### src/hdl/hsfp_pkg.sv
// Package for the five-point heat stencil step.
// Holds widths, limits, register indexes, the queue word type and helpers.
// No dependencies; every other file but hsfp_ram imports it.
package hsfp_pkg;

    // Field widths
    localparam int TEMP_W      = 32;
    localparam int ROW_W       = 12;
    localparam int COL_W       = 8;
    localparam int COEFF_W     = 15;
    localparam int COLS_W      = 9;
    localparam int ROWS_W      = 13;
    localparam int FRAC_W      = 16;

    // Grid limits
    localparam int MAX_COLUMNS = 256;
    localparam int MAX_ROWS    = 4096;
    localparam int MIN_DIM     = 3;

    // Arithmetic widths: Laplacian, product and the unsaturated sum
    localparam int LAP_W       = TEMP_W + 3;
    localparam int PROD_W      = LAP_W + COEFF_W + 1;
    localparam int SUM_W       = LAP_W + 1;

    // Configuration port
    localparam int CFG_INDEX_W = 2;
    localparam int CFG_DATA_W  = 16;
    localparam logic [CFG_INDEX_W-1:0] CFG_COEFF   = 2'd0;
    localparam logic [CFG_INDEX_W-1:0] CFG_COLUMNS = 2'd1;
    localparam logic [CFG_INDEX_W-1:0] CFG_ROWS    = 2'd2;

    // Register reset values
    localparam logic [COEFF_W-1:0] COEFF_RESET   = 15'd66;
    localparam logic [COLS_W-1:0]  COLUMNS_RESET = 9'd200;
    localparam logic [ROWS_W-1:0]  ROWS_RESET    = 13'd200;

    // Queue between front and back
    localparam int Q_DEPTH = 4;
    localparam int Q_PTR_W = $clog2(Q_DEPTH);

    typedef logic signed [TEMP_W-1:0] temp_t;

    // One classified word as it travels from front to back
    typedef struct packed {
        temp_t              cell_temperature;
        logic [ROW_W-1:0]   row;       // row of the arriving cell
        logic [COL_W-1:0]   col;
        logic               emit_upper; // emit the cell of the row above
        logic               border;     // that cell lies on the grid border
        logic               emit_self;  // arriving cell is on the last row
        logic               last;       // arriving cell closes the grid
    } hsfp_item_t;

    function automatic logic signed [LAP_W-1:0] sext_lap(input temp_t v);
        return {{(LAP_W-TEMP_W){v[TEMP_W-1]}}, v};
    endfunction

endpackage

### src/hdl/hsfp_queue.sv
// Short word queue between the stencil front and back.
// Depends on hsfp_pkg.
module hsfp_queue (
    input  logic               clk,
    input  logic               rst_n,
    input  logic               push,
    input  hsfp_pkg::hsfp_item_t push_item,
    output logic               full,
    input  logic               pop,
    output hsfp_pkg::hsfp_item_t head_item,
    output logic               empty
);
    import hsfp_pkg::*;

    hsfp_item_t         slot_reg [Q_DEPTH];
    logic [Q_PTR_W-1:0] wr_ptr_reg;
    logic [Q_PTR_W-1:0] rd_ptr_reg;
    logic [Q_PTR_W:0]   count_reg;

    assign full      = (count_reg == Q_DEPTH[Q_PTR_W:0]);
    assign empty     = (count_reg == '0);
    assign head_item = slot_reg[rd_ptr_reg];

    // Advance pointers and occupancy
    always_ff @(posedge clk or negedge rst_n)
    begin
        if (!rst_n)
        begin
            wr_ptr_reg <= '0;
            rd_ptr_reg <= '0;
            count_reg  <= '0;
        end
        else
        begin
            if (push)
            begin
                wr_ptr_reg <= wr_ptr_reg + 1'b1;
            end
            if (pop)
            begin
                rd_ptr_reg <= rd_ptr_reg + 1'b1;
            end
            if (push && !pop)
            begin
                count_reg <= count_reg + 1'b1;
            end
            else if (pop && !push)
            begin
                count_reg <= count_reg - 1'b1;
            end
        end
    end

    // Store words
    always_ff @(posedge clk)
    begin
        if (push)
        begin
            slot_reg[wr_ptr_reg] <= push_item;
        end
    end

    a_count_bound: assert property (@(posedge clk) disable iff (!rst_n)
        count_reg <= Q_DEPTH[Q_PTR_W:0])
        else $error("queue occupancy beyond depth");

    a_count_grow: assert property (@(posedge clk) disable iff (!rst_n)
        (push && !pop) |=> (count_reg == $past(count_reg) + 1'b1))
        else $error("queue occupancy did not grow on push");

endmodule

### config.mk
export PLATFORM = sky130hd
export DESIGN_NAME = hsfp_queue
export DESIGN_NICKNAME = d
export VERILOG_FILES = /design/src/hdl/hsfp_pkg.sv /design/src/hdl/hsfp_queue.sv
export SDC_FILE = /design/constraint.sdc
export NUM_CORES = 1
export LEC_CHECK = 0
export ABC_CLOCK_PERIOD_IN_PS = 2400
export BUFFER_PORTS_ARGS = -buffer_cell sky130_fd_sc_hd__buf_4
export CELL_PAD_IN_SITES_DETAIL_PLACEMENT = 1
export CELL_PAD_IN_SITES_GLOBAL_PLACEMENT = 1
export CORE_MARGIN = 1
export CORE_UTILIZATION = 34
export CTS_CLUSTER_DIAMETER = 60
export DETAILED_ROUTE_END_ITERATION = 10
export HOLD_SLACK_MARGIN = 0.05
export PLACE_DENSITY_LB_ADDON = 0.2
export SLEW_MARGIN = 20
export SYNTH_ARGS = -nofsm -noshare
export SYNTH_HDL_FRONTEND = slang
export SYNTH_SLANG_ARGS = --single-unit
### constraint.sdc
create_clock -name clk -period 2.4 [get_ports clk]
set_input_delay 0.36 -clock clk [delete_from_list [all_inputs] [get_ports clk]]
set_output_delay 0.36 -clock clk [all_outputs]
set_load 0.02 [all_outputs]
# Word-level counts from Yosys, hierarchy flattened
# Memory sizes are Yosys's and may differ from the RTL's.
# Index checks and enable logic that the tools add are counted.
# totals
ff_bits,7
ramBits,224
input_bits,60
elab_cells,19
mem_count,1
# memory_table
memory,depth,word_bits,read_ports,rd_ports_with_merged_regs,wr,line_no,source
slot_reg,4,56,1,0,1,hsfp_queue.sv:15,hsfp_item_t slot_reg [Q_DEPTH];
# op_classes
add_sub_neg,4
n_eq_ne,1
muxes,4
n_reduce_logical,6
# op_table
operator,n
3-bit 2-to-1 mux,2
2-bit by 1-bit adder with 2-bit output (second input constant),2
3-bit by 1-bit adder with 3-bit output (second input constant),1
3-bit == test (second input constant),1
3-bit zero test,1
3-bit by 1-bit subtractor with 3-bit output (second input constant),1
1-bit logical AND,2
1-bit zero test,2
1-bit 2-to-1 mux,2
2-bit nonzero test,1

# Logic depth before layout (Yosys ltp)
# logic_depth
word_depth,4
mapped_depth,7
depth_no_buf,7

# Least setup slack after synthesis
# Ideal clock, no wire load.
# synth_timing
path_type,flip-flop to flip-flop
startpoint,register wr_ptr_reg[0]
endpoint,"memory slot_reg[2][0] (netlist name), enable pin"
setup_time_ns,0.420
t_arrival_ns,1.942
required_ns,1.980
slack_ns,0.039
path_stages_with_launch,4
path_buffers,0
period_less_slack_ns,2.361
cell_sequence,dfrtp_1 -> inv_1 -> ha_1 -> and2_1
# synth_lines
item,line_no,source
"start, declared",hsfp_queue.sv:16,logic [Q_PTR_W-1:0] wr_ptr_reg;
"start signal, assigned",hsfp_queue.sv:37,wr_ptr_reg <= wr_ptr_reg + 1'b1;
"end, declared",hsfp_queue.sv:15,
# Straight into the memory's write port.

==> impl_metrics.toml <==
[hold_path]
holdPathEnd = "wr_ptr_reg[0]$_DFFE_PN0P_"
min-delay-start = "push"
min_path_cells = 2
hold_path_class = "in -> reg"

[synthesis]
netlist_area_mm2 = 0.00850
syn_avg_cell_area_um2 = 26.0
syn_inst = 327
ys_warn_count = 0
synthesis.nets = 393
synth.distinct_cells = 20
synth-seq-area-share_pct = 81.2
synth_seq_cells = 231

[global_routing]
grt_pass1_wl_um = 27200
grt_overflow = 0
grt_max_degree = 28
antenna_found_initial = 0
grt_usage_pct = 14.0
grt-busiest-layer = "met2"
grtUsageMet3_pct = 2.83
grt_pass1_vias = 4641
grtUsageMet2_pct = 24.1
use_met1_pct = 18.2

[cts]
cts-root-buf = "clkbuf_16"
cts_sinks = 231
cts.path.max_buffers = 3
clock_latency_ps = 520
cts_tree = "built"
clkTransAtPathRegs_ps = 50
htree_num_levels = 1
cts_made_buffers = 26

[finish]
register_area_mm2 = 0.00691
n_fill_cell = 2260
area_growth_syn_to_layout_pct = 35.7
drive_gt1_share_pct = 43.6
instances_no_fill = 884
nNetsFinal = 606
n_antenna_cell = 0
largest_reg_flops = 224
multiInputGateArea_mm2 = 0.00147

[floorplan]
ioPinCount = 118
die_h_um = 160
coreArea_mm2 = 0.0244
die_area_mm2 = 0.0256
fp-row-count = 57
start_util_pct = 34.8
die_x_um = 160

[timing]
hold_slack_ps = 99.3
maxSlewHeadroom_pct = 70.5
hold_violations = 0
fmax_mhz = 421
slew_violations = 0
fin_ws_ps = 25.5
setup_violations = 0
rsz0062_at_grt = "true"
setup-tns-final_ps = 0
period_share_pct = 98.9
clock_skew_ps = 9.98
min_period_ps = 2370
tightest_slew_ps = 443

[pwr]
total_power_uw = 14600
vdd_drop_max_mv = 0.708
p_leak_uw = 0.00404
powerDensity_mw_per_mm2 = 1270

[critical_path]
worstSetupPathType = "reg -> out"
cp_max_fo = 6
cp.depth = 4
rr_endpoint = "slot_reg[0][53]$_DFFE_PP_"
ff2ff_path_depth = 4
r2r-start = "wr_ptr_reg[0]$_DFFE_PN0P_"
required_ps = 2040
critPathCaptureType = "primary output"
critPathMaxStageDelay_ps = 540
crit_family = "multiplexers"
crit_arrival_ps = 2010
cp_cell_sequence = "buf_12 -> buf_16 -> mux4_2 -> buf_6"
start_kind = "register"
crit_slowest_cell = "mux4_2"
rrSetupSlack_ps = 690
crit_buf_inv = 3

[detailed_routing]
drtIter0Drc = 167
drc_errors = 0
routed_wl_um = 17800
dr.pass1.iters = 4
vias = 4100
viasPerCell = 4.64
antenna_left = 0
wire_per_inst_um = 20.1

[run]
maxCapViolations = 0

[placement]
globalplace.congestion = 0.647
io_buffer_count = 117
dpl.cell_count = 771
post-dp-hpwl_um = 10500
pre_cts_ws_ps = 397

[status]
status = "complete, no violations"
per-stage QoR:
| stage | area (µm²) | util [%] |
|---|---|---|
| final | 11500 | 47.3 |
| after global routing | 11500 | 47.3 |
| after CTS | 11400 | 46.8 |
| after detailed placement | 9900 | 40.6 |
| after global placement | 9900 | 40.6 |
| after floorplan | 8500 | - |
cell usage after synthesis:
library cell,n,share of area [%]
o21ai_0,1,0.059
inv_1,4,0.18
xor2_1,4,0.41
fa_1,1,0.24
mux2_2,1,0.13
xnor2_1,2,0.21
nor2_1,1,0.044
buf_2,4,0.24
nor3b_1,1,0.088
and2_1,4,0.29
edfxtp_1,224,79
ha_1,5,0.74
nor3_1,1,0.059
buf_4,3,0.26
dfrtp_1,7,2.1
mux4_2,56,15
buf_6,1,0.13
nand2_1,2,0.088
clkbuf_1,2,0.088
buf_12,3,0.71
power breakdown:
group / switching [µW] / internal [µW]
Combinational: 2520 / 2490
Sequential: 315 / 5290
Clock: 1540 / 2480
Total: 4370 / 10300
worst max-delay path by stage:
stage,start,end
after detailed placement,rd_ptr_reg[0]$_DFFE_PN0P_,head_item[11]
after floorplan,wr_ptr_reg[0]$_DFFE_PN0P_,slot_reg[2][0]$_DFFE_PP_
final,rd_ptr_reg[0]$_DFFE_PN0P_,head_item[37]
after global placement,rd_ptr_reg[0]$_DFFE_PN0P_,head_item[11]
after CTS,rd_ptr_reg[0]$_DFFE_PN0P_,head_item[2]
after global routing,rd_ptr_reg[0]$_DFFE_PN0P_,head_item[53]
what timing repair did:
action,CTS,global route
endpoints found under the hold margin,232,0
resized for setup,2,12
hold buffers,58,0
buffers inserted,4,1
cloned,0,2
setup endpoints to repair,51,33
placed cells by master, fill, tap and decap left out, drive strengths merged, types with 5 or more instances in the layout:
| cell type | netlist | layout |
|---|---|---|
| edfxtp | 224 | 224 |
| buf | 11 | 138 |
| dlygate4sd3 | 0 | 58 |
| mux4 | 56 | 56 |
| clkbuf | 2 | 31 |
| clkinv | 0 | 12 |
| dfrtp | 7 | 7 |
| ha | 5 | 5 |
| inv | 4 | 5 |
area by class of cell:
type                    count  share of cell area, %
clock buffers              29                   5.92
clock inverters            19                   1.74
inverters                   4                  0.130
multi-input cells          79                   12.8
flip-flops and latches    231                   59.9
well taps                 324                   3.52
repair buffers            198                   16.0
layer usage:
layer,wire (µm),up-vias
met5,0,-
met4,354,0
met2,8930,102
met3,746,26
li1,-,1829
met1,7750,2143
cells by family (layout without fill, tap and decap cells):
| family | count (synthesis) | in the layout | share of synthesized area, % |
|---|---|---|---|
| buffers and inverters | 17 | 250 | 1.60 |
| xor gates and xnor gates | 6 | 6 | 0.618 |
| adders and majority gates | 6 | 6 | 0.972 |
| and+or+nand+nor | 9 | 9 | 0.574 |
| AOI/OAI and AO/OA | 1 | 1 | 0.0588 |
| muxes | 57 | 57 | 15.0 |
| DFF | 231 | 231 | 81.2 |
No activity file was read; power rests on OpenSTA's default activity.
