==> config.mk <==
export PLATFORM = sky130hd
export DESIGN_NAME = hsfp_front_flat
export DESIGN_NICKNAME = d
export VERILOG_FILES = /design/src/hdl/hsfp_pkg.sv /design/src/hdl/hsfp_cell_if.sv /design/src/hdl/hsfp_cfg_if.sv /design/src/hdl/hsfp_front.sv /design/src/flat_wrapper.sv
export SDC_FILE = /design/constraint.sdc
export NUM_CORES = 1
export LEC_CHECK = 0
export BUFFER_PORTS_ARGS = -buffer_cell sky130_fd_sc_hd__buf_4
export CAP_MARGIN = 15
export CORE_ASPECT_RATIO = 1.1
export CORE_MARGIN = 3
export CORE_UTILIZATION = 52
export CTS_BUF_LIST = sky130_fd_sc_hd__clkbuf_4
export DETAILED_ROUTE_END_ITERATION = 10
export PLACE_DENSITY_LB_ADDON = 0.1
export REMOVE_ABC_BUFFERS = 1
export SETUP_SLACK_MARGIN = 0.05
export SYNTH_ARGS = -nofsm -noshare
export SYNTH_HDL_FRONTEND = slang
export SYNTH_SLANG_ARGS = --single-unit
==> constraint.sdc <==
create_clock -name clk -period 7 [get_ports clk]
set_input_delay 0.7 -clock clk [delete_from_list [all_inputs] [get_ports clk]]
set_output_delay 0.7 -clock clk [all_outputs]
set_load 0.01 [all_outputs]
==> src/hdl/hsfp_pkg.sv <==
// Package for the five-point heat stencil step.
// Holds widths, limits, register indexes, the queue word type and helpers.
// No dependencies; every other file but hsfp_ram imports it.
package hsfp_pkg;

    // Field widths
    localparam int TEMP_W      = 32;
    localparam int ROW_W       = 12;
    localparam int COL_W       = 8;
    localparam int COEFF_W     = 15;
    localparam int COLS_W      = 9;
    localparam int ROWS_W      = 13;
    localparam int FRAC_W      = 16;

    // Grid limits
    localparam int MAX_COLUMNS = 256;
    localparam int MAX_ROWS    = 4096;
    localparam int MIN_DIM     = 3;

    // Arithmetic widths: Laplacian, product and the unsaturated sum
    localparam int LAP_W       = TEMP_W + 3;
    localparam int PROD_W      = LAP_W + COEFF_W + 1;
    localparam int SUM_W       = LAP_W + 1;

    // Configuration port
    localparam int CFG_INDEX_W = 2;
    localparam int CFG_DATA_W  = 16;
    localparam logic [CFG_INDEX_W-1:0] CFG_COEFF   = 2'd0;
    localparam logic [CFG_INDEX_W-1:0] CFG_COLUMNS = 2'd1;
    localparam logic [CFG_INDEX_W-1:0] CFG_ROWS    = 2'd2;

    // Register reset values
    localparam logic [COEFF_W-1:0] COEFF_RESET   = 15'd66;
    localparam logic [COLS_W-1:0]  COLUMNS_RESET = 9'd200;
    localparam logic [ROWS_W-1:0]  ROWS_RESET    = 13'd200;

    // Queue between front and back
    localparam int Q_DEPTH = 4;
    localparam int Q_PTR_W = $clog2(Q_DEPTH);

    typedef logic signed [TEMP_W-1:0] temp_t;

    // One classified word as it travels from front to back
    typedef struct packed {
        temp_t              cell_temperature;
        logic [ROW_W-1:0]   row;       // row of the arriving cell
        logic [COL_W-1:0]   col;
        logic               emit_upper; // emit the cell of the row above
        logic               border;     // that cell lies on the grid border
        logic               emit_self;  // arriving cell is on the last row
        logic               last;       // arriving cell closes the grid
    } hsfp_item_t;

    function automatic logic signed [LAP_W-1:0] sext_lap(input temp_t v);
        return {{(LAP_W-TEMP_W){v[TEMP_W-1]}}, v};
    endfunction

endpackage

==> src/hdl/hsfp_cell_if.sv <==
// Input channel of the heat stencil: one grid cell per word.
// Depends on hsfp_pkg.
interface hsfp_cell_if;
    import hsfp_pkg::*;

    logic  valid;
    logic  ready;
    temp_t cell_temperature;
    logic  grid_start;

    modport source (output valid, cell_temperature, grid_start, input ready);
    modport sink   (input valid, cell_temperature, grid_start, output ready);
endinterface

==> src/hdl/hsfp_cfg_if.sv <==
// Configuration write channel of the heat stencil.
// Depends on hsfp_pkg.
interface hsfp_cfg_if;
    import hsfp_pkg::*;

    logic                   valid;
    logic                   ready;
    logic [CFG_INDEX_W-1:0] index;
    logic [CFG_DATA_W-1:0]  data;

    modport source (output valid, index, data, input ready);
    modport sink   (input valid, index, data, output ready);
endinterface

==> src/hdl/hsfp_front.sv <==
// Stencil front: configuration registers, raster position tracking and
// classification of each arriving cell. Depends on hsfp_pkg and the interfaces.
module hsfp_front (
    input  logic                          clk,
    input  logic                          rst_n,
    hsfp_cell_if.sink                     cells,
    hsfp_cfg_if.sink                      cfg,
    input  logic                          q_full,
    output logic                          push,
    output hsfp_pkg::hsfp_item_t          push_item,
    output logic [hsfp_pkg::COEFF_W-1:0]  coeff
);
    import hsfp_pkg::*;

    logic [COEFF_W-1:0] coeff_reg;
    logic [COLS_W-1:0]  columns_reg;
    logic [ROWS_W-1:0]  rows_reg;
    logic [COL_W-1:0]   col_pos_reg;
    logic [COL_W-1:0]   col_pos_next;
    logic [ROW_W-1:0]   row_pos_reg;
    logic [ROW_W-1:0]   row_pos_next;

    logic [COLS_W-1:0]  cols_eff;
    logic [ROWS_W-1:0]  rows_eff;
    logic [COLS_W-1:0]  cur_col;
    logic [ROWS_W-1:0]  cur_row;
    logic [COLS_W-1:0]  nxt_col;
    logic [ROWS_W-1:0]  nxt_row;
    logic [ROWS_W-1:0]  upper_row;

    // Configuration writes; always ready
    assign cfg.ready = 1'b1;
    assign coeff     = coeff_reg;

    always_ff @(posedge clk or negedge rst_n)
    begin
        if (!rst_n)
        begin
            coeff_reg   <= COEFF_RESET;
            columns_reg <= COLUMNS_RESET;
            rows_reg    <= ROWS_RESET;
        end
        else if (cfg.valid)
        begin
            case (cfg.index)
                CFG_COEFF:   coeff_reg   <= cfg.data[COEFF_W-1:0];
                CFG_COLUMNS: columns_reg <= cfg.data[COLS_W-1:0];
                CFG_ROWS:    rows_reg    <= cfg.data[ROWS_W-1:0];
                default:     ;
            endcase
        end
    end

    // Clamp grid size to the supported range
    always_comb
    begin
        cols_eff = columns_reg;
        if (columns_reg < COLS_W'(MIN_DIM))
        begin
            cols_eff = COLS_W'(MIN_DIM);
        end
        else if (columns_reg > COLS_W'(MAX_COLUMNS))
        begin
            cols_eff = COLS_W'(MAX_COLUMNS);
        end
        rows_eff = rows_reg;
        if (rows_reg < ROWS_W'(MIN_DIM))
        begin
            rows_eff = ROWS_W'(MIN_DIM);
        end
        else if (rows_reg > ROWS_W'(MAX_ROWS))
        begin
            rows_eff = ROWS_W'(MAX_ROWS);
        end
    end

    // Place the arriving cell, wrapping a stale position
    always_comb
    begin
        cur_col = {1'b0, col_pos_reg};
        cur_row = {1'b0, row_pos_reg};
        if (cells.grid_start)
        begin
            cur_col = '0;
            cur_row = '0;
        end
        else
        begin
            if (cur_col >= cols_eff)
            begin
                cur_col = '0;
                cur_row = cur_row + 1'b1;
            end
            if (cur_row >= rows_eff)
            begin
                cur_row = '0;
            end
        end

        nxt_col = cur_col + 1'b1;
        nxt_row = cur_row;
        if (nxt_col >= cols_eff)
        begin
            nxt_col = '0;
            nxt_row = cur_row + 1'b1;
            if (nxt_row >= rows_eff)
            begin
                nxt_row = '0;
            end
        end
        col_pos_next = nxt_col[COL_W-1:0];
        row_pos_next = nxt_row[ROW_W-1:0];
        upper_row    = cur_row - 1'b1;
    end

    // Classify the word for the back
    always_comb
    begin
        push_item.cell_temperature = cells.cell_temperature;
        push_item.row        = cur_row[ROW_W-1:0];
        push_item.col        = cur_col[COL_W-1:0];
        push_item.emit_upper = (cur_row != '0);
        push_item.border     = (upper_row == '0) || (upper_row == rows_eff - 1'b1) ||
                               (cur_col == '0) || (cur_col == cols_eff - 1'b1);
        push_item.emit_self  = (cur_row == rows_eff - 1'b1);
        push_item.last       = (cur_col == cols_eff - 1'b1) &&
                               (cur_row == rows_eff - 1'b1);
    end

    assign cells.ready = !q_full;
    assign push        = cells.valid && !q_full;

    // Hold raster position
    always_ff @(posedge clk or negedge rst_n)
    begin
        if (!rst_n)
        begin
            col_pos_reg <= '0;
            row_pos_reg <= '0;
        end
        else if (push)
        begin
            col_pos_reg <= col_pos_next;
            row_pos_reg <= row_pos_next;
        end
    end

endmodule

==> src/flat_wrapper.sv <==
// flat-port wrapper written by rule: the top's interface ports become plain ports
module hsfp_front_flat import hsfp_pkg::*;
  (clk, rst_n, q_full, push, push_item, coeff, cells_valid, cells_cell_temperature, cells_grid_start, cells_ready, cfg_valid, cfg_index, cfg_data, cfg_ready);
  hsfp_cell_if cells_i ();
  hsfp_cfg_if cfg_i ();
  input  logic clk;
  input  logic rst_n;
  input  logic q_full;
  output logic push;
  output hsfp_pkg::hsfp_item_t push_item;
  output logic [hsfp_pkg::COEFF_W-1:0] coeff;
  input wire logic [$bits(cells_i.valid)-1:0] cells_valid;
  input wire logic [$bits(cells_i.cell_temperature)-1:0] cells_cell_temperature;
  input wire logic [$bits(cells_i.grid_start)-1:0] cells_grid_start;
  output wire logic [$bits(cells_i.ready)-1:0] cells_ready;
  input wire logic [$bits(cfg_i.valid)-1:0] cfg_valid;
  input wire logic [$bits(cfg_i.index)-1:0] cfg_index;
  input wire logic [$bits(cfg_i.data)-1:0] cfg_data;
  output wire logic [$bits(cfg_i.ready)-1:0] cfg_ready;
  assign cells_i.valid = cells_valid;
  assign cells_i.cell_temperature = cells_cell_temperature;
  assign cells_i.grid_start = cells_grid_start;
  assign cells_ready = cells_i.ready;
  assign cfg_i.valid = cfg_valid;
  assign cfg_i.index = cfg_index;
  assign cfg_i.data = cfg_data;
  assign cfg_ready = cfg_i.ready;
  hsfp_front u_core (.clk(clk), .rst_n(rst_n), .cells(cells_i), .cfg(cfg_i), .q_full(q_full), .push(push), .push_item(push_item), .coeff(coeff));
endmodule
Yosys cells after proc, flatten, opt, wreduce, memory -nomap -nowiden --
Index checks and enable logic that the tools add are counted.
Storage, ports and cells: bits in writable memories 0, memory bits (read-only) 0, input bits 56, latch bits 0, memories kept 0, flip-flop bits (word level) 57
Cells by class: order comparisons 8, shift-type cells 0, multiplexer cells 13, div/mod/pow operators 0, eq/ne operators 5, reduce and logical (&&, ||, !) cells 13, bitwise logic cells 0, $mul 0, add/sub/neg operators 6
Operator list (count):
- 13-bit 2-to-1 mux | 6
- 9-bit 2-to-1 mux | 3
- 13-bit == test | 2
- 13-bit >= comparator | 2
- 13-bit by 1-bit subtractor with 13-bit output (second input constant) | 2
- 12-bit 2-to-1 mux | 2
- 8-bit 2-to-1 mux | 2
- 12-bit by 1-bit adder with 13-bit output (second input constant) | 1
- 13-bit by 1-bit adder with 13-bit output (second input constant) | 1
- 13-bit > comparator (second input constant) | 1
- 13-bit zero test | 1
- 13-bit by 2-bit less-than comparator with 1-bit output (second input constant) | 1
- 13-bit nonzero test | 1
- 9-bit by 1-bit adder with 9-bit output (second input constant) | 1
- 9-bit == test | 1
- 8-bit by 9-bit >= comparator with 1-bit output | 1
- 9-bit >= comparator | 1
- 9-bit > comparator (second input constant) | 1
- 9-bit zero test | 1
- 9-bit by 2-bit less-than comparator with 1-bit output (second input constant) | 1
- 9-bit by 1-bit subtractor with 9-bit output (second input constant) | 1
- 2-bit AND reduction | 3
- 1-bit logical OR | 3
- 2-bit by 1-bit == test with 1-bit output (second input constant) | 1
- 4 further kinds | 5

Longest topological paths before layout --
Gate-level depths: netlist (run 1).
word-level depth 14, depth in mapped cells 38, depth with buffers taken out 31

Least setup slack after synthesis (run 1) --
No wires, ideal clock.
path kind register -> register, from register u_core.columns_reg[2], to register u_core.row_pos_reg[5], setup slack -0.276 ns, setup time 0.077 ns, period minus slack after synthesis 7.276 ns, stages on the path, launching flop included 38, arrival 7.198 ns, data required time 6.923 ns, buffers on the path 8, path through dfrtp_1 > nor4_1 > a21oi_1 > or2_2 > inv_1 > ha_1 > nand2b_1 > a31oi_1 > o21a_4 > buf_6 > buf_6 > buf_6 > nor3_1 > or2_2 > clkbuf_1 > ha_1 > a21oi_1 > o21ai_0 > (+2 left out) > buf_2 > clkbuf_1 > nor2_1 > ha_1 > a21boi_0 > and4_1 > clkbuf_1 > xnor2_1 > ha_1 > a21o_1 > a21o_1 > a2111oi_0 > a21o_1 > nand2_1 > nor2_1 > buf_2 > a22oi_1 > a21oi_1
RTL lines:
- from (decl) | RTL line hsfp_front.sv:16 | logic [COLS_W-1:0] columns_reg;
- from (signal assigned) | RTL line hsfp_front.sv:47 | CFG_COLUMNS: columns_reg <= cfg.data[COLS_W-1:0];
- to (signal assigned) | RTL line hsfp_front.sv:144 | row_pos_reg <= row_pos_next;
- to (decl) | RTL line hsfp_front.sv:20 | logic [ROW_W-1:0] row_pos_reg;

==> key figures, run 1 <==
Status
  • Status: finished, final reports clean

Route
  • Vias: 5867
  • Routed wire length: 19800 um
  • DRT iter0 DRCs: 439
  • DR pass1 iterations: 5
  • Wire per inst: ~21 um
  • Post-route ant nets: 0
  • Detail-routed via count per cell: approximately 6.2
  • Remaining DRCs: 0

Placed design
  • DP HPWL: 15200 um
  • # port buffers: 63
  • Placed cell count: between 900 and 1k
  • RD Place Congestion: 0.969
  • Placed cell areas: 0.00686 sq mm
  • DP Worst Slack: -0.225 ns

Synth
  • Mapped Avg Cell Area: 8.53 sq um
  • Fraction of synthesis flops using an asynchronous set or reset pin: 100%
  • Post-synth top area cell: dfrtp_1
  • Number of enable flip-flop cells after synthesis: 0
  • Synth warnings: 0
  • Synth area leaders: dfrtp_1 20%, ha_1 11%, mux2_2 6.8%
  • #FFs+latches synth: 57
  • Cell count after synthesis: 716
  • Library cells used by synthesis: 90
  • Register area share after synthesis: 23.5%
  • Synth Cell Area: 0.00611 sq mm
  • Main synth FF type: dfrtp_1
  • Top-area cell type share of the netlist area: between 20% and 30%

Timing
  • Clk_skew: approximately 0.025 ns
  • Worst-Margin Slew: 1.10 ns
  • Period minus WS final: 6.75 ns
  • Setup_tns: 0 ns
  • Slew headroom: a little over a quarter
  • RSZ-0062 raised after global routing: no
  • Hold Fails Final Rpt: 0
  • Fmax: ~0.15 GHz
  • Post-route setup slack: 0.246 ns
  • Pins Over Slew Limit: 0
  • Fin crit share: 96.5%
  • Final setup viols: 0

Floorplan
  • Core Rows: 40
  • Num ports: 130
  • Core Area: 0.0112 sq mm
  • Die X: 109 um
  • Initial core utilization: 54.5%
  • DIE HEIGHT: 120 um
  • DIE AREA: between 0.01 and 0.015 sq mm

Worst setup path
  • CP Data Required Time: 6.30 ns
  • Startpoint types: flop
  • Reg2reg start: u_core.columns_reg[6]$_DFFE_PN1P_
  • CP Launch Point: u_core.columns_reg[6]$_DFFE_PN1P_
  • Critical path type: flop to primary output
  • Crit. End Element: primary output
  • Worst Path Arrival: about 6.1 ns
  • CP Max Fanout: 6

Power
  • Peak VDD IR: 149 uV
  • Power per cell area: 266 mW/mm^2
  • Leakage power: roughly 3.3 nW

Global routing
  • Vias in the first global route: 5642
  • Gr ovfl total: 0
  • Largest net degree at the start of global routing: 58
  • GRT Overall Usage: between 30 and 40%
  • Initial antenna violation count: 0
  • First-pass GRT wire length: 30300 um

CTS
  • Worst-path clk slew: 0.14 ns
  • # hold bufs at CTS: 0
  • Number of buffers created by CTS: 9
  • CTS Root Cell: clkbuf_4
  • H-tree depth: 3
  • Clock tree sinks: 57
  • CTS tree: done
  • Clock latency on the worst-skew pair: 0.46 ns
  • Clock Path Buffers: 2

Cells and area
  • N_diodes: 0
  • Non-Filler Cell Area, Final: 0.00723 sq mm
  • Fraction of layout cells with a size suffix above 1: 31.3%
  • Nets: 907
  • Cell Count, Final, Fillers Out: 951
  • Final core occ: around 64%
  • Synthesis-to-layout area growth: 18.3%
  • Max FFs per register: 15

Hold path
  • HP Class: input pin to async pin

Flow run
  • Max-cap violations: 0
-- cells by family (layout without fill, tap and decap cells) --
family	after synthesis	count (layout)	synth area share, %
AND/OR/NAND/NOR	250	250	22.3
AO/OA/AOI/OAI	168	170	19.7
buffers and inverters	98	184	8.75
flip-flops	57	57	23.5
adder cells (fa/ha/maj)	52	52	10.7
XOR/XNOR	51	51	7.91
multiplexers	39	39	7.17
other	1	1	0.0614
-- report_power, final --
group / internal (mW) / switching [mW] / leakage, nW / total, mW
clock network: 0.116 / 0.165 / 0.0834 / 0.281
logic: 0.517 / 0.646 / 2.50 / 1.16
registers: 0.394 / 0.0836 / 0.677 / 0.477
total: 1.03 / 0.894 / 3.26 / 1.92
-- worst max-delay path, cell delays in order, from the launching register on --
cell and delay [ns]:
dfstp_2 0.40, nor4_4 0.33, a21oi_1 0.11, or2_2 0.30, inv_1 0.10, ha_1 0.25, nand2b_4 0.16, a31oi_4 0.29
o21a_4 0.24, nor3_1 0.07, nor2_1 0.25, inv_1 0.10, ha_1 0.33, a21oi_1 0.17, o21ai_0 0.14, a21oi_2 0.21
o31ai_4 0.13, nor2_2 0.15, buf_6 0.14, inv_1 0.08, ha_1 0.22, buf_4 0.16, and2_2 0.21, nor3_1 0.18
a21oi_1 0.06, o311a_1 0.33, o41ai_2 0.33, buf_4 0.17
-- final timing paths --
kind	endpoint	slack [ns]	depth (start not counted)
hold / removal	u_core.row_pos_reg[9]$_DFFE_PN0P_	0.29	1
min in group clk	u_core.rows_reg[12]$_DFFE_PN0P_	0.48	2
setup reg to reg	u_core.row_pos_reg[2]$_DFFE_PN0P_	0.31	31
hold reg to reg	u_core.coeff[7]$_DFFE_PN0P_	0.52	1
max in group asynchronous	u_core.rows_reg[11]$_DFFE_PN0P_	6.19	1
setup / recovery	push_item[2]	0.25	27
-- layout make-up --
cell class | count | area (sq um)
multi-input cells | 563 | 4320
fillers | 998 | 3980
flip-flops and latches | 57 | 1440
repair buffers | 130 | 991
well taps | 147 | 184
inverters | 38 | 143
clock inverters | 7 | 85.1
clock buffers | 9 | 67.6
-- layer usage --
layer / vias to the layer above / share of wire [%] / global-route usage (%)
li1: 2742 / - / -
met1: 2807 / 44 / 41.7
met2: 282 / 45 / 46.5
met3: 36 / 8.6 / 6.89
met4: 0 / 2.5 / 9.51
met5: - / 0 / 2.10
-- metrics by stage --
stage          total power, mW  hold WS [ns]
2_1_floorplan             1.14         0.404
4_1_cts                   1.86         0.303
6_report                  1.92         0.289
3_5_place_dp              1.55         0.498
3_3_place_gp              1.52         0.491
5_1_grt                   2.05         0.330
-- cell usage in the layout (no fill, tap or decap), drive strengths merged, types with 5 or more instances in the layout --
| cell type | n |
|---|---|
| buf | 130 |
| nand2 | 62 |
| nor2 | 56 |
| ha | 52 |
| dfrtp | 49 |
| inv | 41 |
| o21ai | 41 |
| mux2 | 38 |
| xnor2 | 32 |
| a21oi | 30 |
| nand3 | 24 |
| xor2 | 17 |
| nor3 | 16 |
| a21o | 15 |
| a31oi | 15 |
| nand4 | 12 |
| or3 | 12 |
| a211oi | 12 |
| and3 | 11 |
| clkbuf | 9 |
| and2 | 9 |
| nand3b | 8 |
| dfstp | 8 |
| o21a | 8 |
| nor4 | 8 |
| o211ai | 7 |
| nand2b | 6 |
| nor2b | 5 |
-- cell usage after synthesis, types with 7 or more instances --
| cell type | n |
|---|---|
| nand4_1 | 12 |
| a21oi_1 | 27 |
| and3_1 | 10 |
| mux2_2 | 37 |
| buf_4 | 33 |
| nor3_1 | 13 |
| ha_1 | 52 |
| xor2_1 | 17 |
| dfstp_2 | 8 |
| nand2_1 | 62 |
| or3_1 | 12 |
| nor2_1 | 53 |
| nand3_1 | 23 |
| and2_1 | 9 |
| xnor2_1 | 31 |
| inv_1 | 35 |
| dfrtp_1 | 49 |
| nand3b_1 | 8 |
| a211oi_1 | 10 |
| o21ai_1 | 7 |
| a21o_1 | 15 |
| o21ai_0 | 31 |
| clkbuf_1 | 15 |
| a31oi_1 | 15 |
-- what timing repair did --
action / in CTS / in global routing
pin swaps: 3 / 16
endpoints found under the setup margin: 15 / 15
buffers inserted: 0 / 2
gates cloned: 1 / 2
resized for setup: 9 / 30
No activity file was read; power rests on OpenSTA's default activity.
==> run 2: changes to the inputs <==
clock period = 6.1 ns   (was 7 ns; I/O delays follow)
==> run 2 against run 1 <==
The run now ends with setup timing left. Via count increased by 10%. Clock power rose by 15%. Worst setup slack got worse by 0.68 ns. Critical path type is now flop to flop.
==> key figures, run 2 (synthesized netlist as in run 1, its figures left out) <==
Global routing
  • Gr ovfl total: 0 (unchanged)
  • Met2 Track Usage GR: 49.2% (was 46.5%)
  • Vias in the first global route: 6161 (was 5642)
  • Initial antenna violation count: 0 (unchanged)
  • Met3 usage: 8.12% (was 6.89%)
  • Met1 GRT Util: 45.3% (was 41.7%)
  • GRT Overall Usage: 32.8% (was 30.2%)
  • Busiest grt layer: met2 (unchanged)
  • First-pass GRT wire length: 33000 um (was 30300 um)
  • Largest net degree at the start of global routing: 58 (unchanged)

CTS
  • Worst-path clk slew: 0.15 ns (was 0.14 ns)
  • CTS Root Cell: clkbuf_4 (unchanged)
  • Clock tree sinks: 57 (unchanged)
  • # hold bufs at CTS: 0 (unchanged)
  • Clock latency on the worst-skew pair: 0.46 ns (about the same)
  • CTS tree: done (unchanged)
  • Clock Path Buffers: 2 (unchanged)
  • Number of buffers created by CTS: 9 (unchanged)
  • H-tree depth: 3 (unchanged)

Status
  • Status: finished with violations (was finished, final reports clean)
  • Failing checks: setup timing

Timing
  • Pins Over Slew Limit: 0 (unchanged)
  • Setup_tns: -5.23 ns (was 0 ns)
  • Slew headroom: 43.9% (was 26.0%)
  • Fmax: 0.153 GHz
  • Hold Fails Final Rpt: 0 (unchanged)
  • Final setup viols: 15 (was 0)
  • Worst-Margin Slew: 0.837 ns (was 1.10 ns)
  • Period minus WS final: 6.53 ns
  • Clk_skew: 0.0321 ns (was 0.0246 ns)
  • RSZ-0062 raised after global routing: yes (was no)
  • Post-route setup slack: -0.434 ns (was 0.246 ns)
  • Fin crit share: 107%

Cells and area
  • Non-Filler Cell Area, Final: 0.00845 sq mm (was 0.00723 sq mm)
  • Fraction of layout cells with a size suffix above 1: 44.7% (was 31.3%)
  • Max FFs per register: 15 (unchanged)
  • Cell Count, Final, Fillers Out: 1041 (was 951)
  • Commonest non-fill, non-tap cell in the layout: buf_4 (unchanged)
  • N_diodes: 0 (unchanged)
  • Nets: 997 (was 907)
  • Synthesis-to-layout area growth: 38.4% (was 18.3%)
  • Commonest cells after routing, fill and taps aside: 192 x buf_4, 61 x nand2_1, 49 x dfrtp_1 (was 127 x buf_4, 61 x nand2_1, 52 x ha_1)
  • Fill count: 792 (was 998)

Power
  • Leakage power: 3.85 nW (was 3.26 nW)
  • Peak VDD IR: 227 uV (was 149 uV)
  • Overall power: 2.63 mW (was 1.92 mW)
  • Power per cell area: 311 mW/mm^2 (was 266 mW/mm^2)

Route
  • DR pass1 iterations: 5 (unchanged)
  • Post-route ant nets: 0 (unchanged)
  • DRT iter0 DRCs: 578 (was 439)
  • Routed wire length: 21900 um (was 19800 um)
  • Vias: 6471 (was 5867)
  • Wire per inst: 21.1 um (was 20.8 um)
  • Remaining DRCs: 0 (unchanged)
  • Detail-routed via count per cell: 6.22 (was 6.17)

Floorplan
  • Core Area: 0.0112 sq mm (unchanged)
  • Initial core utilization: 54.5% (unchanged)
  • Die X: 109 um (unchanged)
  • Num ports: 130 (unchanged)
  • Core Rows: 40 (unchanged)
  • DIE HEIGHT: 120 um (unchanged)
  • DIE AREA: 0.0131 sq mm (unchanged)

Worst setup path
  • Crit. End Element: flop (was primary output)
  • Worst Path Arrival: 6.90 ns (was 6.05 ns)
  • Flop-to-flop setup slack: -0.43 ns (was 0.31 ns)
  • Largest stage delay, worst path: 0.40 ns (about the same)
  • Reg-to-reg critical path endpoint: u_core.row_pos_reg[11]$_DFFE_PN0P_ (was u_core.row_pos_reg[2]$_DFFE_PN0P_)
  • CP Data Required Time: 6.47 ns (was 6.30 ns)
  • CP Max Fanout: 5 (was 6)
  • Crit-path slowest cell: dfstp_2 (unchanged)
  • Startpoint types: flop (unchanged)
  • Reg2Reg Depth: 37 (was 31)
  • Reg2reg start: u_core.columns_reg[7]$_DFFE_PN1P_ (was u_core.columns_reg[6]$_DFFE_PN1P_)
  • Critical path type: flop to flop (was flop to primary output)

Placed design
  • Placed cell areas: 0.00728 sq mm (was 0.00686 sq mm)
  • Placed cell count: 984 (was 930)
  • DP HPWL: 15900 um (was 15200 um)
  • RD Place Congestion: 0.970 (was 0.969)
  • # port buffers: 63 (unchanged)

Flow run
  • Max-cap violations: 0 (unchanged)

Hold path
  • HP Class: input pin to async pin (unchanged)
run 2: stage by stage:
stage               worst slack [ns]  hold slack [ns]  util (%)
floorplan                      -2.11            0.314         -
global placement              -0.723            0.490      64.9
detailed placement             -1.02            0.501      64.9
CTS                           -0.198            0.207      72.3
global route                  -0.673            0.235      75.4
finish                        -0.434            0.206      75.4
run 2: worst max path at each step:
| stage | start | endpoint | slack, ns | depth (start not counted) |
|---|---|---|---|---|
| after global routing | u_core.columns_reg[7]$_DFFE_PN1P_ | u_core.row_pos_reg[4]$_DFFE_PN0P_ | -0.67 | 36 |
| after global placement | u_core.columns_reg[2]$_DFFE_PN0P_ | u_core.row_pos_reg[2]$_DFFE_PN0P_ | -0.72 | 31 |
| after floorplan | u_core.columns_reg[2]$_DFFE_PN0P_ | u_core.row_pos_reg[5]$_DFFE_PN0P_ | -2.11 | 30 |
| after detailed placement | u_core.columns_reg[2]$_DFFE_PN0P_ | u_core.row_pos_reg[2]$_DFFE_PN0P_ | -1.02 | 34 |
| after CTS | u_core.columns_reg[6]$_DFFE_PN1P_ | push_item[0] | -0.20 | 29 |
| final | u_core.columns_reg[7]$_DFFE_PN1P_ | u_core.row_pos_reg[11]$_DFFE_PN0P_ | -0.43 | 37 |
run 2: power by group:
| part | switching (mW) | internal, mW | total [mW] |
|---|---|---|---|
| clock network | 0.190 | 0.133 | 0.323 |
| registers | 0.0898 | 0.452 | 0.542 |
| logic | 0.891 | 0.871 | 1.76 |
| total | 1.17 | 1.46 | 2.63 |
run 2: per-layer routing:
layer	routed length, um	up-vias
met5	0	-
met3	2190	70
met1	9110	3068
met4	806	0
met2	9820	408
li1	-	2925
run 2: critical path: cells and delay by family (launching register included):
kind | cells | cell delay (ns)
fa+ha+maj | 4 | 0.70
compound gates | 12 | 2.08
simple gates | 11 | 2.03
buf+inv | 9 | 1.09
flops | 1 | 0.40
xor+xnor | 1 | 0.15
run 2: repair_timing:
| action | 4_1_cts | 5_1_grt |
|---|---|---|
| buffers inserted | 26 | 11 |
| setup endpoints to repair | 15 | 15 |
| gates resized for setup | 97 | 50 |
| endpoints found under the hold margin | 0 | 0 |
| pin swaps | 50 | 38 |
| gates cloned | 3 | 0 |
run 2: final cells by class:
type / count / area [sq um] / share of cell area [%]
timing repair buffer: 222 / 1830 / 21.7
inverter: 38 / 150 / 1.78
clock buffer: 9 / 67.6 / 0.799
clock inverter: 7 / 85.1 / 1.01
sequential: 57 / 1440 / 17.0
multi-input combinational: 561 / 4700 / 55.6
tap: 147 / 184 / 2.18
==> run 3: changes to the inputs <==
CORE_UTILIZATION = 45   (was 52)
==> run 3 against run 2 <==
The flow still finishes with violations (setup timing). Sequential share of layout area shrank 0.26 points. Maximum frequency up 6.0%. Final cell count increased by 1.9%. Design area increased by 1.6%. Clock power down 3%. Count of clock-buffer cells in the layout unchanged. Critical path type is now flop to primary output. Largest cell class unchanged. Highest routed layer unchanged.
==> key figures, run 3 (synthesized netlist as in run 1, its figures left out) <==
Worst setup path
  • Critical path type: flop to primary output (was flop to flop)
  • Reg2reg start: u_core.columns_reg[7]$_DFFE_PN1P_ (unchanged)
  • CP Data Required Time: 5.49 ns (was 6.47 ns)
  • CP Max Fanout: 4 (was 5)
  • Largest stage delay, worst path: 0.40 ns (about the same)
  • CP Launch Point: u_core.columns_reg[7]$_DFFE_PN1P_ (unchanged)
  • Worst Path Arrival: 5.56 ns (was 6.90 ns)
  • Crit. End Element: primary output (was flop)
  • Crit-path slowest cell: dfstp_2 (unchanged)
  • Startpoint types: flop (unchanged)

Hold path
  • HP Class: input pin to async pin (unchanged)

Timing
  • RSZ-0062 raised after global routing: yes (unchanged)
  • Clk_skew: 0.0350 ns (was 0.0321 ns)
  • Period minus WS final: 6.17 ns (was 6.53 ns)
  • Pins Over Slew Limit: 0 (unchanged)
  • Slew headroom: 38.1% (was 43.9%)
  • Fin Hold WS: 0.182 ns (was 0.206 ns)
  • Hold Fails Final Rpt: 0 (unchanged)
  • Fmax: 0.162 GHz (was 0.153 GHz)
  • Fin crit share: 101% (was 107%)
  • Worst-Margin Slew: 0.922 ns (was 0.837 ns)
  • Post-route setup slack: -0.0666 ns (was -0.434 ns)
  • Final setup viols: 12 (was 15)

Route
  • Remaining DRCs: 0 (unchanged)
  • Detail-routed via count per cell: 5.90 (was 6.22)
  • Routed wire length: 22100 um (was 21900 um)
  • DRT iter0 DRCs: 517 (was 578)
  • Vias: 6257 (was 6471)
  • Post-route ant nets: 0 (unchanged)
  • DR pass1 iterations: 5 (unchanged)
  • Wire per inst: 20.9 um (was 21.1 um)

Floorplan
  • DIE HEIGHT: 128 um (was 120 um)
  • Die X: 117 um (was 109 um)
  • Initial core utilization: 46.2% (was 54.5%)
  • Num ports: 130 (unchanged)
  • Core Rows: 44 (was 40)
  • Core Area: 0.0132 sq mm (was 0.0112 sq mm)
  • DIE AREA: 0.0150 sq mm (was 0.0131 sq mm)

CTS
  • CTS tree: done (unchanged)
  • H-tree depth: 3 (unchanged)
  • CTS Root Cell: clkbuf_4 (unchanged)
  • Clock tree sinks: 57 (unchanged)
  • Clock Path Buffers: 2 (unchanged)
  • Clock latency on the worst-skew pair: 0.46 ns (about the same)
  • Worst-path clk slew: 0.15 ns (about the same)
  • Number of buffers created by CTS: 9 (unchanged)

Placed design
  • RD Place Congestion: 1.01 (was 0.970)
  • # port buffers: 63 (unchanged)
  • Placed cell areas: 0.00735 sq mm (was 0.00728 sq mm)
  • Placed cell count: 1007 (was 984)
  • DP HPWL: 16800 um (was 15900 um)

Global routing
  • Gr ovfl total: 0 (unchanged)
  • Initial antenna violation count: 1 (was 0)
  • Vias in the first global route: 6158 (was 6161)
  • GRT Overall Usage: 29.4% (was 32.8%)
  • First-pass GRT wire length: 33600 um (was 33000 um)
  • Largest net degree at the start of global routing: 58 (unchanged)

Power
  • Leakage power: 3.87 nW (was 3.85 nW)
  • Power per cell area: 307 mW/mm^2 (was 311 mW/mm^2)
  • Overall power: 2.63 mW (about the same)
  • Peak VDD IR: 188 uV (was 227 uV)

Status
  • Failing checks: setup timing (unchanged)
  • Status: finished with violations (unchanged)

Cells and area
  • Commonest non-fill, non-tap cell in the layout: buf_4 (unchanged)
  • Commonest cells after routing, fill and taps aside: 196 x buf_4, 60 x nand2_1, 49 x dfrtp_1 (was 192 x buf_4, 61 x nand2_1, 49 x dfrtp_1)
  • Cell Count, Final, Fillers Out: 1061 (was 1041)
  • Synthesis-to-layout area growth: 40.6% (was 38.4%)
  • Nets: 1002 (was 997)
  • Non-Filler Cell Area, Final: 0.00858 sq mm (was 0.00845 sq mm)
  • Fraction of layout cells with a size suffix above 1: 46.2% (was 44.7%)
  • Max FFs per register: 15 (unchanged)
  • Final core occ: 65.0% (was 75.4%)

Flow run
  • Max-cap violations: 0 (unchanged)
run 3: cell count changes in the layout (fill, tap and decap cells not counted), moves of 3 or more:
cell	delta
a21oi_2	+3
a31oi_1	-3
buf_4	+4
inv_2	-4
inv_4	+3
o21a_4	+3
run 3: metal layers:
metal	global-route usage (%)	share of wire, %	routed length [um]	up-vias
li1	-	-	-	2935
met1	40.6	45	9970	3042
met2	44.7	46	10200	250
met3	7.32	7.2	1590	30
met4	9.72	2.0	437	0
met5	1.75	0	0	-
run 3: stage by stage:
stage	setup slack (ns)	setup TNS [ns]
after floorplan	-2.11	-28.02
after global placement	-0.509	-6.21
after detailed placement	-0.834	-10.67
after CTS	-0.198	-0.352
after global routing	-0.367	-4.58
final	-0.0666	-0.535
run 3: cell type report:
class	instances	area, sq um
Multi-Input combinational cell	563	4820
Fill cell	1128	4630
Timing Repair Buffer	225	1810
Sequential cell	57	1440
Tap cell	161	201
Inverter	38	159
Clock inverter	7	83.8
Clock buffer	9	67.6
Antenna cell	1	2.50
run 3: repair_timing:
action,4_1_cts,5_1_grt
gates cloned,2,0
gates resized for setup,99,66
endpoints found under the setup margin,18,15
setup buffers,25,9
hold buffers,0,0
pin swaps,40,60
run 3: path summary, 6_finish.rpt:
| check | cells past startpoint | to | slack, ns |
|---|---|---|---|
| setup / recovery | 27 | push_item[2] | -0.07 |
| setup reg to reg | 31 | u_core.row_pos_reg[9]$_DFFE_PN0P_ | -0.06 |
| max in group asynchronous | 1 | u_core.coeff[9]$_DFFE_PN0P_ | 5.37 |
| hold / removal | 1 | u_core.col_pos_reg[6]$_DFFE_PN0P_ | 0.18 |
| min in group clk | 2 | u_core.columns_reg[5]$_DFFE_PN0P_ | 0.39 |
| hold reg to reg | 1 | u_core.coeff[9]$_DFFE_PN0P_ | 0.53 |
run 3: where the power goes:
group	internal, mW	switching (mW)	total (mW)
Clock	0.132	0.181	0.313
Combinational	0.868	0.909	1.78
Sequential	0.452	0.0909	0.543
run 3: worst max-delay path: cells and delay by family, from the launching register on:
kind / cells / cell delay [ns]
flip-flops: 1 / 0.40
AO/OA/AOI/OAI: 6 / 1.30
buffers and inverters: 9 / 1.09
adder cells (fa/ha/maj): 3 / 0.59
AND/OR/NAND/NOR: 8 / 1.57
XOR/XNOR: 1 / 0.16
